### src/rtl/bsrf_pkg.sv
// Shared types and constants for the banked stack register file.
package bsrf_pkg;

    // Register file geometry
    localparam int unsigned DEFAULT_REGISTER_COUNT = 16;
    localparam int unsigned WORD_W                 = 32;
    localparam int unsigned INDEX_W                = 8;
    localparam int unsigned KIND_W                 = 3;

    // Architectural register numbers and masks
    localparam int unsigned PC_INDEX    = 15;
    localparam int unsigned SP_INDEX    = 13;
    localparam logic [WORD_W-1:0] SP_LOW_MASK = WORD_W'(32'h3);
    localparam int unsigned SPSEL_BIT   = 1;
    localparam logic [WORD_W-1:0] PC_OFFSET   = WORD_W'(32'd4);

    // Status codes
    localparam logic STATUS_OK        = 1'b0;
    localparam logic STATUS_BAD_INDEX = 1'b1;

    // Access kinds
    typedef enum logic [KIND_W-1:0] {
        KIND_RD_GPR  = 3'd0,
        KIND_WR_GPR  = 3'd1,
        KIND_RD_PSR  = 3'd2,
        KIND_WR_PSR  = 3'd3,
        KIND_RD_CTRL = 3'd4,
        KIND_WR_CTRL = 3'd5
    } t_kind;

    // Sequencer states
    typedef enum logic {
        ST_IDLE,
        ST_EXEC
    } t_state;

    // Command beat
    typedef struct packed {
        logic [KIND_W-1:0]  kind;
        logic [INDEX_W-1:0] reg_index;
        logic [WORD_W-1:0]  write_value;
    } t_in_beat;

    // Result beat
    typedef struct packed {
        logic [WORD_W-1:0] read_value;
        logic              status;
    } t_out_beat;

endpackage

### src/rtl/bsrf_gpr_bank.sv
// General register memory: one sync read port, one write port, reset-cleared valid bits.
module bsrf_gpr_bank #(
    parameter int unsigned REGISTER_COUNT = bsrf_pkg::DEFAULT_REGISTER_COUNT,
    parameter int unsigned AW             = $clog2(REGISTER_COUNT)
) (
    input  logic                        i_clk,
    input  logic                        i_rst_n,
    input  logic                        i_rd_en,
    input  logic [AW-1:0]               i_rd_addr,
    output logic [bsrf_pkg::WORD_W-1:0] o_rd_data,
    input  logic                        i_wr_en,
    input  logic [AW-1:0]               i_wr_addr,
    input  logic [bsrf_pkg::WORD_W-1:0] i_wr_data
);
    import bsrf_pkg::*;

    logic [WORD_W-1:0]         r_mem [REGISTER_COUNT];
    logic [REGISTER_COUNT-1:0] r_valid;
    logic [WORD_W-1:0]         r_rd_data;
    logic                      r_rd_hit;

    // Storage array, no reset
    always_ff @(posedge i_clk) begin
        if (i_wr_en) begin
            r_mem[i_wr_addr] <= i_wr_data;
        end
        if (i_rd_en) begin
            r_rd_data <= r_mem[i_rd_addr];
        end
    end

    // Entry valid bits; an unwritten entry reads as zero
    always_ff @(posedge i_clk) begin
        if (!i_rst_n) begin
            r_valid  <= '0;
            r_rd_hit <= 1'b0;
        end else begin
            if (i_wr_en) begin
                r_valid[i_wr_addr] <= 1'b1;
            end
            if (i_rd_en) begin
                r_rd_hit <= r_valid[i_rd_addr];
            end
        end
    end

    assign o_rd_data = r_rd_hit ? r_rd_data : '0;

    // Sequencer never reads and writes in the same cycle
    a_no_rd_wr_overlap: assert property (@(posedge i_clk) disable iff (!i_rst_n)
        !(i_rd_en && i_wr_en))
        else $error("bank read and write in same cycle");

    // Addresses stay inside the array
    a_rd_addr_range: assert property (@(posedge i_clk) disable iff (!i_rst_n)
        i_rd_en |-> (32'(i_rd_addr) < REGISTER_COUNT))
        else $error("bank read address out of range");

    a_wr_addr_range: assert property (@(posedge i_clk) disable iff (!i_rst_n)
        i_wr_en |-> (32'(i_wr_addr) < REGISTER_COUNT))
        else $error("bank write address out of range");

endmodule

### src/rtl/banked_stack_register_file_unit.sv
// Top level of the banked stack register file: sequencer, PSR/CONTROL and SP banks.
//
//  Channel   Direction  Ports                   Handshake
//  command   in         start, busy, i_cmd      beat taken when start && !busy
//  result    out        o_strobe, o_result      beat valid for the one cycle o_strobe is high
//
//  Each command is accepted in ST_IDLE, which issues the register memory read; the
//  next cycle (ST_EXEC, busy high) computes and writes back. The registered result
//  appears the cycle after that, while the next command may already be accepted, so a
//  new command can be taken while its predecessor's result is presented.
//  Reset is synchronous; after reset all registers read as zero and no clear pass runs.
//  The result side cannot stall; busy is the only back-pressure on commands.
module banked_stack_register_file_unit #(
    parameter int unsigned REGISTER_COUNT = bsrf_pkg::DEFAULT_REGISTER_COUNT
) (
    input  logic               i_clk,
    input  logic               i_rst_n,
    input  logic               start,
    output logic               busy,
    input  bsrf_pkg::t_in_beat i_cmd,
    output logic               o_strobe,
    output bsrf_pkg::t_out_beat o_result
);
    import bsrf_pkg::*;

    localparam int unsigned AW = $clog2(REGISTER_COUNT);
    localparam logic [AW-1:0] SP_ADDR = AW'(SP_INDEX);
    localparam logic [AW-1:0] PC_ADDR = AW'(PC_INDEX);

    t_state            r_state, n_state;
    t_in_beat          r_cmd;
    logic              r_idx_ok;
    logic [WORD_W-1:0] r_psr, n_psr;
    logic [WORD_W-1:0] r_ctrl, n_ctrl;
    logic [WORD_W-1:0] r_msp, n_msp;
    logic [WORD_W-1:0] r_psp, n_psp;
    t_out_beat         r_result, n_result;
    logic              r_strobe, n_strobe;

    logic              accept;
    logic              in_idx_ok;
    logic              rd_en;
    logic [AW-1:0]     rd_addr;
    logic [WORD_W-1:0] rd_data;
    logic              wr_en;
    logic [AW-1:0]     wr_addr;
    logic [WORD_W-1:0] wr_data;
    logic [AW-1:0]     cmd_addr;
    logic              was_process;
    logic              to_process;

    assign accept    = start && !busy;
    assign in_idx_ok = (i_cmd.reg_index < INDEX_W'(REGISTER_COUNT));
    assign cmd_addr  = r_cmd.reg_index[AW-1:0];

    // General register storage
    bsrf_gpr_bank #(
        .REGISTER_COUNT (REGISTER_COUNT),
        .AW             (AW)
    ) u_gpr_bank (
        .i_clk     (i_clk),
        .i_rst_n   (i_rst_n),
        .i_rd_en   (rd_en),
        .i_rd_addr (rd_addr),
        .o_rd_data (rd_data),
        .i_wr_en   (wr_en),
        .i_wr_addr (wr_addr),
        .i_wr_data (wr_data)
    );

    // State register and control state
    always_ff @(posedge i_clk) begin
        if (!i_rst_n) begin
            r_state  <= ST_IDLE;
            r_strobe <= 1'b0;
            r_psr    <= '0;
            r_ctrl   <= '0;
            r_msp    <= '0;
            r_psp    <= '0;
        end else begin
            r_state  <= n_state;
            r_strobe <= n_strobe;
            r_psr    <= n_psr;
            r_ctrl   <= n_ctrl;
            r_msp    <= n_msp;
            r_psp    <= n_psp;
        end
    end

    // Command and result payload
    always_ff @(posedge i_clk) begin
        if (accept) begin
            r_cmd    <= i_cmd;
            r_idx_ok <= in_idx_ok;
        end
        r_result <= n_result;
    end

    assign was_process = r_ctrl[SPSEL_BIT];
    assign to_process  = r_cmd.write_value[SPSEL_BIT];

    // Sequencer: issue read on accept (GPR reads, control writes), execute and write back next cycle
    always_comb begin
        n_state  = r_state;
        n_strobe = 1'b0;
        n_result = r_result;
        n_psr    = r_psr;
        n_ctrl   = r_ctrl;
        n_msp    = r_msp;
        n_psp    = r_psp;
        busy     = 1'b0;
        rd_en    = 1'b0;
        rd_addr  = i_cmd.reg_index[AW-1:0];
        wr_en    = 1'b0;
        wr_addr  = cmd_addr;
        wr_data  = r_cmd.write_value;

        unique case (r_state)
            ST_IDLE: begin
                if (start) begin
                    n_state = ST_EXEC;
                    if (i_cmd.kind == KIND_WR_CTRL) begin
                        rd_en   = 1'b1;
                        rd_addr = SP_ADDR;
                    end else if (i_cmd.kind == KIND_RD_GPR) begin
                        rd_en   = in_idx_ok;
                    end
                end
            end
            ST_EXEC: begin
                busy       = 1'b1;
                n_state    = ST_IDLE;
                n_strobe   = 1'b1;
                n_result   = '{read_value: '0, status: STATUS_OK};
                unique case (r_cmd.kind)
                    KIND_RD_GPR: begin
                        if (!r_idx_ok) begin
                            n_result.status = STATUS_BAD_INDEX;
                        end else if (cmd_addr == PC_ADDR) begin
                            n_result.read_value = rd_data + PC_OFFSET;
                        end else begin
                            n_result.read_value = rd_data;
                        end
                    end
                    KIND_WR_GPR: begin
                        if (!r_idx_ok) begin
                            n_result.status = STATUS_BAD_INDEX;
                        end else begin
                            wr_en = 1'b1;
                            if (cmd_addr == SP_ADDR) begin
                                wr_data = r_cmd.write_value & ~SP_LOW_MASK;
                            end
                        end
                    end
                    KIND_RD_PSR: begin
                        n_result.read_value = r_psr;
                    end
                    KIND_WR_PSR: begin
                        n_psr = r_cmd.write_value;
                    end
                    KIND_RD_CTRL: begin
                        n_result.read_value = r_ctrl;
                    end
                    KIND_WR_CTRL: begin
                        // Stack select flip: bank live SP, load the other one
                        n_ctrl  = r_cmd.write_value;
                        wr_addr = SP_ADDR;
                        if (was_process && !to_process) begin
                            n_psp   = rd_data;
                            wr_en   = 1'b1;
                            wr_data = r_msp;
                        end else if (!was_process && to_process) begin
                            n_msp   = rd_data;
                            wr_en   = 1'b1;
                            wr_data = r_psp;
                        end
                    end
                    default: begin
                        // undefined kinds: no state change, zero result
                    end
                endcase
            end
            default: begin
                n_state = ST_IDLE;
            end
        endcase
    end

    assign o_strobe = r_strobe;
    assign o_result = r_result;

    // Every accepted command holds busy for its execute cycle
    a_accept_then_busy: assert property (@(posedge i_clk) disable iff (!i_rst_n)
        accept |=> busy)
        else $error("accepted command did not enter execute");

    // Execute cycle always yields exactly one result strobe
    a_exec_then_strobe: assert property (@(posedge i_clk) disable iff (!i_rst_n)
        busy |=> (o_strobe && !busy))
        else $error("execute cycle did not produce a result");

    // A result only follows an execute cycle
    a_strobe_after_exec: assert property (@(posedge i_clk) disable iff (!i_rst_n)
        o_strobe |-> $past(busy))
        else $error("result strobe without a command");

    // Banking only happens on a control write
    a_bank_only_on_ctrl: assert property (@(posedge i_clk) disable iff (!i_rst_n)
        (busy && r_cmd.kind != KIND_WR_CTRL) |=> ($stable(r_msp) && $stable(r_psp)))
        else $error("stack store changed outside a control write");

endmodule

### config.mk
export PLATFORM = sky130hd
export DESIGN_NAME = banked_stack_register_file_unit
export DESIGN_NICKNAME = d
export VERILOG_FILES = /design/src/rtl/bsrf_pkg.sv /design/src/rtl/bsrf_gpr_bank.sv /design/src/rtl/banked_stack_register_file_unit.sv
export SDC_FILE = /design/constraint.sdc
export NUM_CORES = 1
export LEC_CHECK = 0
export BUFFER_PORTS_ARGS = -buffer_cell sky130_fd_sc_hd__buf_2
export CORE_ASPECT_RATIO = 1.75
export CORE_MARGIN = 3
export CORE_UTILIZATION = 40
export CTS_BUF_LIST = sky130_fd_sc_hd__clkbuf_4 sky130_fd_sc_hd__clkbuf_8
export CTS_CLUSTER_DIAMETER = 60
export CTS_CLUSTER_SIZE = 16
export DETAILED_ROUTE_END_ITERATION = 10
export HOLD_SLACK_MARGIN = 0.12
export PLACE_DENSITY_LB_ADDON = 0.1
export SYNTH_ARGS = -nofsm -noshare
export SYNTH_HDL_FRONTEND = slang
export SYNTH_HIERARCHICAL = 1
export SYNTH_SLANG_ARGS = --single-unit
### constraint.sdc
create_clock -name i_clk -period 9.5 [get_ports i_clk]
set_input_delay 0.475 -clock i_clk [delete_from_list [all_inputs] [get_ports i_clk]]
set_output_delay 0.475 -clock i_clk [all_outputs]
set_load 0.02 [all_outputs]
==> results.txt <==
Unrepaired setup endpoints after global routing - no
DP Area - 31,700 sq um
Clock Latency Late Sink - 0.71 ns
Router iterations before antenna repair - 5
Total grt overflow - 0
HPWL Detailed - 41,000 um
Initial Util - 40.5%
PD cells - 172 nW/um^2
Rows - 132
Final setup viols - 0
DIE AREA - 78,500 sq um
CTS max path bufs - 3
Final Cell Area - 33,200 sq um
Worst min path class - input pin to register
Core area - 74,200 sq um
Fin crit period - 4.20 ns
Synth Net Count - 1,858
Gpl congestion - 0.754
IO Port Bufs - 80
Register area share after synthesis - 71.5%
Post-Syn Instances - 1,809
Worst Path Required - 9.96 ns
DRC - 0
GRT Total Usage - 19.1%
CTS Buf Count - 54
Worst-path cell chain - nand2b_1 -> nor3_1 -> or2_4 -> buf_4 -> mux4_2 -> mux4_2
CP Max Fanout - 43
Routed via count - 16,300
Largest stage delay, worst path - 0.88 ns
Post-synthesis register bit count - 764
Largest net degree at the start of global routing - 80
Yosys cell types - 47
# IOs - 81
Slew @ Worst Pin - 1.26 ns
Final worst path period share - 44.2%
Main synth FF type - edfxtp_1
H-Tree Level Count - 2
TNS Setup - 0 ns
Total wire length - 74,600 um
Async SR Flop Fraction - 0%
CP endpoint kind - register
DR iter-0 viols - 1,350
CTS tree - built
CTS resizes - 0
Worst path most repeated cell - mux4_2
Critical Path AT - 4.65 ns
Setup Buffers After CTS - 0
Synth warn - 6
Maximum vdd drop - 86.4 uV
Slew margin rel. - 15.6%
Post-synthesis cell area - 30,000 sq um
Clock Sinks - 764
Initial antenna violation count - 4
Die Wd - 213 um
Outcome - completed
Nets - 1,987
Fmax - 0.238 GHz
CP Launch Type - register
Vias in the first global route - 16,800
Routed len/inst - 25.5 um
Endpoints failing hold - 0
Post-synth EDFFs - 617
Leakage - 10.4 nW
Layout area overhead - 10.7%
Fill count - 6,461
Worst-path clk slew - 0.11 ns
First-pass GRT wire length - 111,000 um
Clk_skew - 0.0270 ns
Max-cap violations - 0
Clock root buffer master - clkbuf_8
Crit-path slowest cell - or2_4
Synthesized area per cell - 16.6 sq um
Layout cells sized above 1 - 22.7%
Vias per cell - 5.57
Final Max Tran Viols - 0
Die Y - 368 um
CP Class - register to register
Hold buffers post-CTS - 41
Antenna Nets Post-Route - 0
-- cells in the mapped netlist (all sizes together) (23+ instances only) --
cell | number | area [sq um]
edfxtp | 617 | 18500
o21ai | 63 | 315
nand2 | 273 | 1020
a21boi | 128 | 961
and2 | 40 | 250
a22oi | 59 | 443
dfxtp | 147 | 2940
nand3 | 43 | 215
nor2 | 23 | 86.3
buf | 61 | 365
mux4 | 162 | 3650
clkbuf | 57 | 214
-- per-stage QoR --
step	worst slack [ns]	utilization (%)	power, mW	cells	hold slack (ns)
floorplan	4.21	-	3.93	1809	0.435
global placement	5.11	42.8	4.03	2779	0.443
detailed placement	5.05	42.8	4.04	2779	0.452
CTS	5.20	44.8	5.80	2921	0.292
global route	5.01	44.8	5.94	2922	0.340
finish	5.30	44.8	5.71	2924	0.338
-- worst max-delay path, delay by kind of cell, from the launching register on --
| kind | cells | cell delay, ns |
|---|---|---|
| buffers and inverters | 1 | 0.72 |
| flip-flops | 1 | 0.34 |
| multiplexers | 2 | 1.07 |
| AND/OR/NAND/NOR | 3 | 1.76 |
-- kinds of logic (layout without fill, tap and decap cells) --
group / count (synthesis) / in the layout / synth area share, %
multiplexers: 167 / 167 / 12.3
flip-flops: 764 / 764 / 71.5
AND/OR/NAND/NOR: 441 / 441 / 6.68
other: 0 / 3 / 0
AO/OA/AOI/OAI: 279 / 279 / 6.48
buffers and inverters: 126 / 300 / 2.03
adder cells (fa/ha/maj): 3 / 3 / 0.125
XOR/XNOR: 29 / 29 / 0.846
-- layout by cell type, fill, tap and decap left out, types with 3 or more instances in the layout --
cell	count
nor2_1	9
nand3b_1	3
o21ai_0	53
nor2_4	13
nand3_1	43
edfxtp_1	617
a21boi_0	128
dfxtp_1	146
and3_1	6
nor4_1	3
mux2i_1	5
and2_1	38
and4_1	5
nand2_1	272
xor2_1	22
buf_2	79
buf_4	71
nand4_1	16
clkbuf_4	41
diode_2	3
mux4_2	162
nand2b_1	7
a22oi_1	59
clkbuf_8	54
o21a_1	16
o21ai_1	9
nor3_1	3
inv_1	7
dlygate4sd3_1	41
xnor2_1	7
nor3_2	4
-- per-layer routing --
layer  share of wire (%)  track usage (%)  vias up  wire, um
met5                   0                0        -         0
met4                 2.4             5.49        0      1820
met3                 3.9             2.16      105      2900
met2                  51             33.2      386     38100
met1                  43             25.4     8570     31800
li1                    -                -     7213         -
-- power by group --
group | switching, mW | internal (mW)
clock | 1.05 | 0.701
combinational | 0.173 | 0.134
sequential | 0.0178 | 3.64
-- cell type report --
class	count	area [sq um]	area share, %
inverters	8	30.0	0.0904
multi-input cells	919	8110	24.4
well taps	938	1170	3.53
diodes	3	7.51	0.0226
repair buffers	191	1340	4.03
flip-flops and latches	764	21500	64.6
clock inverters	6	46.3	0.139
clock buffers	95	1050	3.16
-- worst paths after layout --
path / from / to / slack [ns] / depth (start not counted)
hold reg to reg: r_psp[27] / r_psp[27] / 0.47 / 2
setup reg to reg: r_state / u_gpr_bank/r_rd_data[8] / 5.30 / 6
hold / removal: i_rst_n / r_psr[15] / 0.34 / 2
setup / recovery: r_state / u_gpr_bank/r_rd_data[8] / 5.30 / 6
-- registers in the layout, summed over array words and instances (netlist names), 4 cells and up --
| signal | count |
|---|---|
| o_result | 33 |
| r_ctrl | 32 |
| u_gpr_bank/r_valid | 16 |
| r_psp | 32 |
| r_msp | 32 |
| r_psr | 32 |
| u_gpr_bank/r_mem | 512 |
| cmd_addr | 4 |
| r_cmd | 35 |
| u_gpr_bank/r_rd_data | 32 |
No activity file was read; power rests on OpenSTA's default activity.
